### src/rtl/core/antialiased_line_rasterizer_macros.svh
// ---------------------------------------------------------------------------
// Antialiased line rasterizer assertion macros
// Concurrent assertion shorthands, compiled out with NO_ASSERTIONS.
// ---------------------------------------------------------------------------
`ifndef ANTIALIASED_LINE_RASTERIZER_MACROS_SVH
`define ANTIALIASED_LINE_RASTERIZER_MACROS_SVH

`ifndef NO_ASSERTIONS

// Same-cycle implication, checked out of reset.
`define ALR_ASSERT_IMPL(label, clk, rst_n, ante, cons) \
  label: assert property (@(posedge clk) disable iff (!rst_n) (ante) |-> (cons)) \
    else $error("assertion failed: same-cycle implication");

// Next-cycle implication, checked out of reset.
`define ALR_ASSERT_NEXT(label, clk, rst_n, ante, cons) \
  label: assert property (@(posedge clk) disable iff (!rst_n) (ante) |=> (cons)) \
    else $error("assertion failed: next-cycle implication");

`else

`define ALR_ASSERT_IMPL(label, clk, rst_n, ante, cons)
`define ALR_ASSERT_NEXT(label, clk, rst_n, ante, cons)

`endif

`endif

### src/rtl/core/alr_pkg.sv
// ---------------------------------------------------------------------------
// Antialiased line rasterizer package
// Request and pixel types, request codes and shared constants.
// ---------------------------------------------------------------------------
package alr_pkg;

  localparam int COORD_W = 16;
  localparam int COLOR_W = 24;
  localparam int COV_W   = 9;

  // request codes
  localparam logic REQ_START   = 1'b0;
  localparam logic REQ_ADVANCE = 1'b1;

  localparam logic [COV_W-1:0] COV_FULL = 9'd256;

  typedef struct packed {
    logic                      req_type;
    logic signed [COORD_W-1:0] start_x;
    logic signed [COORD_W-1:0] start_y;
    logic signed [COORD_W-1:0] end_x;
    logic signed [COORD_W-1:0] end_y;
    logic [COLOR_W-1:0]        line_color;
  } alr_req_t;

  typedef struct packed {
    logic signed [COORD_W-1:0] pixel_x;
    logic signed [COORD_W-1:0] pixel_y;
    logic [COLOR_W-1:0]        pixel_color;
    logic [COV_W-1:0]          coverage;
    logic                      line_done;
  } alr_pix_t;

  // divider status
  typedef struct packed {
    logic busy;
    logic done;
  } alr_div_stat_t;

endpackage

### src/rtl/core/alr_div.sv
// ---------------------------------------------------------------------------
// Antialiased line rasterizer slope divider
// Unsigned restoring divider, one quotient bit per cycle.
// ---------------------------------------------------------------------------
module alr_div import alr_pkg::*; #(
  parameter int NUM_BITS = 32,
  parameter int DEN_BITS = 16
) (
  input  logic                clk_i,
  input  logic                rst_ni,
  input  logic                start_i,
  input  logic [NUM_BITS-1:0] num_i,
  input  logic [DEN_BITS-1:0] den_i,
  output alr_div_stat_t       stat_o,
  output logic [NUM_BITS-1:0] quot_o
);

  localparam int CNT_W = $clog2(NUM_BITS + 1);

  logic                busy_q, busy_d;
  logic                done_q, done_d;
  logic [CNT_W-1:0]    cnt_q, cnt_d;
  logic [DEN_BITS-1:0] rem_q, rem_d;
  logic [NUM_BITS-1:0] quo_q, quo_d;
  logic [DEN_BITS-1:0] den_q, den_d;
  logic [DEN_BITS:0]   trial;
  logic                fits;

  // shift the next dividend bit into the partial remainder
  assign trial = {rem_q, quo_q[NUM_BITS-1]};
  assign fits  = (trial >= {1'b0, den_q});

  always_comb begin
    busy_d = busy_q;
    done_d = 1'b0;
    cnt_d  = cnt_q;
    rem_d  = rem_q;
    quo_d  = quo_q;
    den_d  = den_q;
    if (start_i) begin
      busy_d = 1'b1;
      cnt_d  = CNT_W'(NUM_BITS);
      rem_d  = '0;
      quo_d  = num_i;
      den_d  = den_i;
    end else if (busy_q) begin
      rem_d = fits ? DEN_BITS'(trial - {1'b0, den_q}) : trial[DEN_BITS-1:0];
      quo_d = {quo_q[NUM_BITS-2:0], fits};
      cnt_d = cnt_q - CNT_W'(1);
      if (cnt_q == CNT_W'(1)) begin
        busy_d = 1'b0;
        done_d = 1'b1;
      end
    end
  end

  always_ff @(posedge clk_i or negedge rst_ni) begin
    if (!rst_ni) begin
      busy_q <= 1'b0;
      done_q <= 1'b0;
      cnt_q  <= '0;
    end else begin
      busy_q <= busy_d;
      done_q <= done_d;
      cnt_q  <= cnt_d;
    end
  end

  always_ff @(posedge clk_i) begin
    rem_q <= rem_d;
    quo_q <= quo_d;
    den_q <= den_d;
  end

  assign stat_o = '{busy: busy_q, done: done_q};
  assign quot_o = quo_q;

endmodule

### src/rtl/core/antialiased_line_rasterizer.sv
// ---------------------------------------------------------------------------
// Antialiased line rasterizer
// Wu-style line stepper with coverage weights and a serial slope divider.
// ---------------------------------------------------------------------------
// Usage:
//   in channel  : valid/ready requests. A start request carries both endpoints
//                 and the color; an advance request steps one major position.
//   out channel : valid/ready pixels with position, color, coverage and a
//                 line_done flag on the far endpoint.
//   Start: setup (endpoint ordering, then the differences), then the
//   restoring divider for the slope (one quotient bit a cycle), then the
//   start pixel is loaded into the output register. A single-point line
//   skips the divider.
//   Advance: two pixels, one output register load each; the far endpoint
//   gives one pixel.
//   An advance with no active line is taken and dropped.
//   The block takes no request until all pixels of the previous one are
//   loaded into the output register; a stalled receiver holds the block.
//   Reset clears the active line and empties the output register.
// ---------------------------------------------------------------------------
`include "antialiased_line_rasterizer_macros.svh"

module antialiased_line_rasterizer import alr_pkg::*; #(
  parameter int FRAC_BITS  = 16,
  parameter int COORD_BITS = 16
) (
  input  logic     clk_i,
  input  logic     rst_ni,
  input  logic     in_valid_i,
  output logic     in_ready_o,
  input  alr_req_t in_req_i,
  output logic     out_valid_o,
  input  logic     out_ready_i,
  output alr_pix_t out_pix_o
);

  localparam int C = COORD_BITS;
  localparam int F = FRAC_BITS;
  localparam int A = COORD_BITS + FRAC_BITS;
  localparam int S = FRAC_BITS + 2;

  typedef enum logic [2:0] {
    S_IDLE,
    S_SETUP,
    S_SLOPE,
    S_DIV,
    S_EMIT_START,
    S_EMIT_LO,
    S_EMIT_HI,
    S_EMIT_END
  } state_e;

  state_e state_q, state_d;
  logic   line_active_q, line_active_d;
  logic   out_valid_q, out_valid_d;

  logic                y_major_q, y_major_d;
  logic signed [C-1:0] major_pos_q, major_pos_d;
  logic signed [C-1:0] major_end_q, major_end_d;
  logic signed [C-1:0] end_minor_q, end_minor_d;
  logic signed [A-1:0] minor_acc_q, minor_acc_d;
  logic signed [S-1:0] slope_q, slope_d;
  logic                neg_q, neg_d;
  logic [COLOR_W-1:0]  color_q, color_d;
  logic signed [C-1:0] sx_q, sy_q, ex_q, ey_q;
  logic signed [C-1:0] sx_d, sy_d, ex_d, ey_d;
  alr_pix_t            out_q, out_d;

  // setup datapath
  logic signed [C:0]   dx, dy, adx, ady, dmaj, dmin, dmin_mag;
  logic                ymaj, swap, dneg;
  logic signed [C-1:0] maj0r, min0r, maj1r, min1r;
  logic signed [C-1:0] maj0, min0, maj1, min1;

  // advance datapath
  logic signed [C:0]   pos_next, end_ext;

  // emit datapath
  logic signed [C-1:0] em_maj, em_min, fl;
  logic [7:0]          frac8;
  logic [COV_W-1:0]    em_cov;
  logic                em_done, em_active, slot_free;
  alr_pix_t            em_pix;

  // divider
  logic                div_start;
  logic [A-1:0]        div_num;
  logic [A-1:0]        div_quot;
  alr_div_stat_t       div_stat;

  assign dx  = {ex_q[C-1], ex_q} - {sx_q[C-1], sx_q};
  assign dy  = {ey_q[C-1], ey_q} - {sy_q[C-1], sy_q};
  assign adx = dx[C] ? -dx : dx;
  assign ady = dy[C] ? -dy : dy;
  assign ymaj = !(adx > ady);

  assign maj0r = ymaj ? sy_q : sx_q;
  assign min0r = ymaj ? sx_q : sy_q;
  assign maj1r = ymaj ? ey_q : ex_q;
  assign min1r = ymaj ? ex_q : ey_q;
  assign swap  = (maj1r < maj0r);
  assign maj0  = swap ? maj1r : maj0r;
  assign min0  = swap ? min1r : min0r;
  assign maj1  = swap ? maj0r : maj1r;
  assign min1  = swap ? min0r : min1r;

  // differences from the ordered endpoints held in the line registers
  assign dmaj     = {major_end_q[C-1], major_end_q} - {major_pos_q[C-1], major_pos_q};
  assign dmin     = {end_minor_q[C-1], end_minor_q} - {fl[C-1], fl};
  assign dneg     = dmin[C];
  assign dmin_mag = dneg ? -dmin : dmin;
  assign div_num  = {dmin_mag[C-1:0], {F{1'b0}}};

  assign pos_next = {major_pos_q[C-1], major_pos_q} + (C+1)'(1);
  assign end_ext  = {major_end_q[C-1], major_end_q};

  alr_div #(
    .NUM_BITS(A),
    .DEN_BITS(C)
  ) u_div (
    .clk_i  (clk_i),
    .rst_ni (rst_ni),
    .start_i(div_start),
    .num_i  (div_num),
    .den_i  (dmaj[C-1:0]),
    .stat_o (div_stat),
    .quot_o (div_quot)
  );

  assign fl        = minor_acc_q[A-1:F];
  assign frac8     = minor_acc_q[F-1 -: 8];
  assign slot_free = !out_valid_q || out_ready_i;

  // pixel for the current emit state
  always_comb begin
    em_maj    = major_pos_q;
    em_min    = fl;
    em_cov    = COV_FULL;
    em_done   = 1'b0;
    em_active = 1'b0;
    unique case (state_q)
      S_EMIT_START: begin
        em_done   = !line_active_q;
        em_active = 1'b1;
      end
      S_EMIT_LO: begin
        em_cov    = COV_FULL - {1'b0, frac8};
        em_active = 1'b1;
      end
      S_EMIT_HI: begin
        em_min    = fl + C'(1);
        em_cov    = {1'b0, frac8};
        em_active = 1'b1;
      end
      S_EMIT_END: begin
        em_maj    = major_end_q;
        em_min    = end_minor_q;
        em_done   = 1'b1;
        em_active = 1'b1;
      end
      default: begin
        em_active = 1'b0;
      end
    endcase
    em_pix.pixel_x     = COORD_W'(y_major_q ? em_min : em_maj);
    em_pix.pixel_y     = COORD_W'(y_major_q ? em_maj : em_min);
    em_pix.pixel_color = color_q;
    em_pix.coverage    = em_cov;
    em_pix.line_done   = em_done;
  end

  assign in_ready_o = (state_q == S_IDLE);

  always_comb begin
    state_d       = state_q;
    line_active_d = line_active_q;
    out_valid_d   = out_valid_q && !out_ready_i;
    out_d         = out_q;
    y_major_d     = y_major_q;
    major_pos_d   = major_pos_q;
    major_end_d   = major_end_q;
    end_minor_d   = end_minor_q;
    minor_acc_d   = minor_acc_q;
    slope_d       = slope_q;
    neg_d         = neg_q;
    color_d       = color_q;
    sx_d          = sx_q;
    sy_d          = sy_q;
    ex_d          = ex_q;
    ey_d          = ey_q;
    div_start     = 1'b0;

    unique case (state_q)
      S_IDLE: begin
        if (in_valid_i) begin
          if (in_req_i.req_type == REQ_START) begin
            sx_d    = in_req_i.start_x[C-1:0];
            sy_d    = in_req_i.start_y[C-1:0];
            ex_d    = in_req_i.end_x[C-1:0];
            ey_d    = in_req_i.end_y[C-1:0];
            color_d = in_req_i.line_color;
            state_d = S_SETUP;
          end else if (line_active_q) begin
            major_pos_d = pos_next[C-1:0];
            if (pos_next >= end_ext) begin
              line_active_d = 1'b0;
              state_d       = S_EMIT_END;
            end else begin
              minor_acc_d = minor_acc_q + A'(slope_q);
              state_d     = S_EMIT_LO;
            end
          end
        end
      end
      S_SETUP: begin
        y_major_d   = ymaj;
        major_pos_d = maj0;
        major_end_d = maj1;
        end_minor_d = min1;
        minor_acc_d = {min0, {F{1'b0}}};
        state_d     = S_SLOPE;
      end
      S_SLOPE: begin
        neg_d = dneg;
        if (dmaj == '0) begin
          line_active_d = 1'b0;
          slope_d       = '0;
          state_d       = S_EMIT_START;
        end else begin
          line_active_d = 1'b1;
          div_start     = 1'b1;
          state_d       = S_DIV;
        end
      end
      S_DIV: begin
        if (div_stat.done) begin
          slope_d = neg_q ? -S'(div_quot) : S'(div_quot);
          state_d = S_EMIT_START;
        end
      end
      S_EMIT_START, S_EMIT_LO, S_EMIT_HI, S_EMIT_END: begin
        if (slot_free) begin
          out_valid_d = 1'b1;
          out_d       = em_pix;
          state_d     = (state_q == S_EMIT_LO) ? S_EMIT_HI : S_IDLE;
        end
      end
      default: begin
        state_d = S_IDLE;
      end
    endcase
  end

  always_ff @(posedge clk_i or negedge rst_ni) begin
    if (!rst_ni) begin
      state_q       <= S_IDLE;
      line_active_q <= 1'b0;
      out_valid_q   <= 1'b0;
    end else begin
      state_q       <= state_d;
      line_active_q <= line_active_d;
      out_valid_q   <= out_valid_d;
    end
  end

  always_ff @(posedge clk_i) begin
    out_q       <= out_d;
    y_major_q   <= y_major_d;
    major_pos_q <= major_pos_d;
    major_end_q <= major_end_d;
    end_minor_q <= end_minor_d;
    minor_acc_q <= minor_acc_d;
    slope_q     <= slope_d;
    neg_q       <= neg_d;
    color_q     <= color_d;
    sx_q        <= sx_d;
    sy_q        <= sy_d;
    ex_q        <= ex_d;
    ey_q        <= ey_d;
  end

  assign out_valid_o = out_valid_q;
  assign out_pix_o   = out_q;

  `ALR_ASSERT_IMPL(a_div_only_in_div, clk_i, rst_ni, div_stat.busy, state_q == S_DIV)
  `ALR_ASSERT_IMPL(a_done_full_cov, clk_i, rst_ni, out_valid_o && out_pix_o.line_done, out_pix_o.coverage == COV_FULL)
  `ALR_ASSERT_IMPL(a_pos_below_end, clk_i, rst_ni, line_active_q && (state_q == S_IDLE), major_pos_q < major_end_q)
  `ALR_ASSERT_NEXT(a_adv_emits, clk_i, rst_ni, in_valid_i && in_ready_o && (in_req_i.req_type == REQ_ADVANCE) && line_active_q, (state_q == S_EMIT_LO) || (state_q == S_EMIT_END))

endmodule
### config.mk
export PLATFORM = sky130hd
export DESIGN_NAME = antialiased_line_rasterizer
export DESIGN_NICKNAME = d
export VERILOG_FILES = /design/src/rtl/core/alr_pkg.sv /design/src/rtl/core/alr_div.sv /design/src/rtl/core/antialiased_line_rasterizer.sv
export VERILOG_INCLUDE_DIRS = /design/src /design/src/rtl/core
export SDC_FILE = /design/constraint.sdc
export NUM_CORES = 1
export LEC_CHECK = 0
export ABC_AREA = 0
export ABC_CLOCK_PERIOD_IN_PS = 12750
export BUFFER_PORTS_ARGS = -buffer_cell sky130_fd_sc_hd__buf_4
export CORE_MARGIN = 4
export CORE_UTILIZATION = 40
export DETAILED_ROUTE_END_ITERATION = 7
export PLACE_DENSITY = 0.57
export SLEW_MARGIN = 10
export SYNTH_ARGS = -nofsm -noshare
export SYNTH_HDL_FRONTEND = slang
export SYNTH_SLANG_ARGS = --single-unit
### constraint.sdc
create_clock -name clk_i -period 12.75 [get_ports clk_i]
set_input_delay 1.275 -clock clk_i [delete_from_list [all_inputs] [get_ports clk_i]]
set_output_delay 1.275 -clock clk_i [all_outputs]
set_load 0.02 [all_outputs]
==> qor.txt <==
grt total ovfl: 0
Hold Path Class: reg -> reg
CTS tree: yes
Switch Pwr: 469.3 µW
CP max FO: 75
FF+latch count, synth: 331
Slew HR: 32.32%
largest family of logic cells by synthesized area: compound AO/OA/AOI/OAI gates
Rows: 86
simple-gate share of the synthesized area: 12.70%
Fin. Hold Viols: 0
crit-path leading delay family: compound AO/OA/AOI/OAI gates
Starting Density: 40.76%
top sig layer: met4
internal power: 1.875 mW
initial antenna violation count: 1
cts bufs inserted: 40
die area: 60,450 µm²
Synth Area in XOR/XNOR: 6.231%
final slew viol count: 0
CP Class: reg -> reg
DP HPWL: 47,390 µm
Clock Skews: 0.01621 ns
share of the synthesized area in the top cell type: 37.95%
WL/cell: 19.43 µm
most numerous cell in the Yosys netlist: edfxtp_1
clock group share of total power: 49.3%
setup tns final: 0 ns
Mapped Nets: 2,502
most used cell, CP: ha_1
Worst path max stage delay: 0.73 ns
cell taking the most area after synthesis: edfxtp_1
met2 wire len: 28,330 µm
IO Count: 161
Leak Pwr: 10.77 nW
register area share after synthesis: 42.22%
H-tree levels: 2
layout overhead on the synthesized area: 14.75%
Bufs and invs on worst path: 4
count of input and output buffers: 160
Avg Cell Area, Syn: 10.13 µm²
diode count: 0
average via count per standard cell: 5.469
Clk pin slew, worst setup/hold paths: 0.06 ns
Die Wd: 245.9 µm
RSZ-0062 raised after global routing: false
sequential share of power: 49.7%
power share of the combinational group: 1.0%
DR pass1 iterations: 5
Final setup viols: 0
Ys Warns: 0
height of the chip: 245.9 µm
DR vias: 17,240
clock tree sinks: 331
Total GRT Usage: 19.95%
ANT nets after route: 0
WL met1: 29,380 µm
MaxCap Viol Count: 0
mapped cell area: 22,630 µm²
Residual DRC: 0
post-synthesis mux area share: 9.996%
Max Clk Rate: 0.1038 GHz
Net Sw Frac: 20.02%
first-pass GRT wire length: 96,350 µm
overall power: 2.344 mW
Root Buffer: clkbuf_16
clk_lat worst skew: 0.56 ns
Cell Pwr Density: 90.27 nW/µm²
share of cells above drive strength 1: 12.39%
largest net degree at the start of global routing: 82
outcome: finished clean
Core Footprint: 55,520 µm²
peak supply drop: 93.32 µV
Max clock buf depth: 3
Post CTS Setup Buffer Count: 0
post-synthesis compound-gate area fraction: 14.97%
number of flops mapped to enable cells by yosys: 286
Adder-Cell Fraction of Synth Area: 9.874%
final-stage net count: 2,644
Critical Path RT: 13.05 ns
Initial DRC Count: 1,067
Post-CTS Resized: 0
CTS Hold Bufs: 0
Yosys cell types: 82
asr flop ratio synth: 3.927%
Final Cycle Share: 75.58%
Final min period: 9.636 ns
gpl congestion: 0.9303
total routed wirelength: 61,250 µm
Crit. End Element: register
Synth Flop Type: edfxtp_1
met3 wire length: 2553 µm
worst-margin pin slew: 1.015 ns
top cells by area, synth: edfxtp_1, ha_1, mux2i_1
top post-synthesis cells by count: edfxtp_1, mux2i_1, nor2_1, ha_1, inv_1
vias in the first global route: 17,060
Synth Instances: 2,234
Arr. time, crit path: 9.94 ns
Worst path slowest cell: buf_4
crit start category: register
==> state kept, by name, summed over array words and instances, names as in the netlist, 18 cells and up <==
register,flops
minor_acc_q,32
out_pix_o,66
u_div.quot_o,32
color_q,24
slope_q,18
==> cells in the final DEF, fill, tap and decap left out, types with 11 or more instances in the layout <==
cell	n
nor4_1	11
dfxtp_1	32
o21ai_0	95
nor3_1	54
or2_2	13
a21oi_1	127
o211ai_1	20
nor2_1	192
edfxtp_1	286
dfrtp_1	12
o31ai_1	14
nor2b_1	30
nand4_1	17
o31a_1	15
ha_1	169
clkbuf_16	43
mux2_2	24
xnor2_1	91
a31oi_1	22
nand3_1	37
and2_1	11
nand2_1	146
a211oi_1	29
buf_4	173
a21o_1	44
nand2b_1	30
or3_1	15
inv_1	161
mux2i_1	199
xor2_1	70
o21a_1	24
==> path summary, 6_finish.rpt <==
check	from	endpoint	slack, ns	cells past startpoint
max	ex_q[0]	minor_acc_q[20]	3.11	31
min	color_q[13]	out_pix_o[23]	0.41	0
max reg2reg	ex_q[0]	minor_acc_q[20]	3.11	31
min reg2reg	color_q[13]	out_pix_o[23]	0.41	0
max in group asynchronous	rst_ni	u_div.busy_q	11.98	1
min in group asynchronous	rst_ni	u_div.cnt_q[3]	0.57	1
==> worst register-to-register path, delay by kind of cell (launching register included) <==
| family | cells | cell delay [ns] |
|---|---|---|
| compound gates | 13 | 3.78 |
| xor+xnor | 1 | 0.22 |
| mux | 2 | 0.98 |
| flops | 1 | 0.46 |
| fa+ha+maj | 4 | 0.97 |
| simple gates | 7 | 1.53 |
| buf+inv | 4 | 1.42 |
==> stage by stage <==
stage	utilization (%)	cell area, µm²	cells	setup WS (ns)	hold WS (ns)
after floorplan	-	22630	2234	5.416	0.4003
after global placement	44.37	24640	3082	3.428	0.4005
after detailed placement	44.37	24640	3082	3.216	0.4045
after CTS	46.77	25970	3153	3.158	0.4132
after global routing	46.77	25970	3153	2.455	0.4166
final	46.77	25970	3153	3.114	0.4133
==> power groups by stage <==
stage | clock network, mW | logic, mW | registers [mW]
2_1_floorplan | 0 | 0.000365 | 1.19
3_3_place_gp | 0 | 0.0240 | 1.19
3_5_place_dp | 0 | 0.0244 | 1.19
4_1_cts | 1.19 | 0.0244 | 1.16
5_1_grt | 1.23 | 0.0263 | 1.16
6_report | 1.16 | 0.0239 | 1.16
==> cell type report <==
type	instances	area (µm²)
fillers	5323	29550
repair buffers	174	1319
multi-input cells	1666	12220
clock buffers	54	1187
flip-flops and latches	331	9555
inverters	163	611.8
clock inverters	17	145.1
well taps	748	935.9
==> logic make-up (layout without fill, tap and decap cells) <==
kind of cell	Yosys count	count (layout)
AND/OR/NAND/NOR	601	601
flip-flops	331	331
AO/OA/AOI/OAI	506	506
buffers and inverters	237	408
XOR/XNOR	161	161
multiplexers	223	223
adder cells (fa/ha/maj)	175	175
==> per-layer routing <==
metal	global-route usage, %	vias up
li1	-	8526
met1	28.62	8273
met2	32.72	385
met3	2.312	60
met4	4.121	0
met5	0	-
No activity file was read; power rests on OpenSTA's default activity.
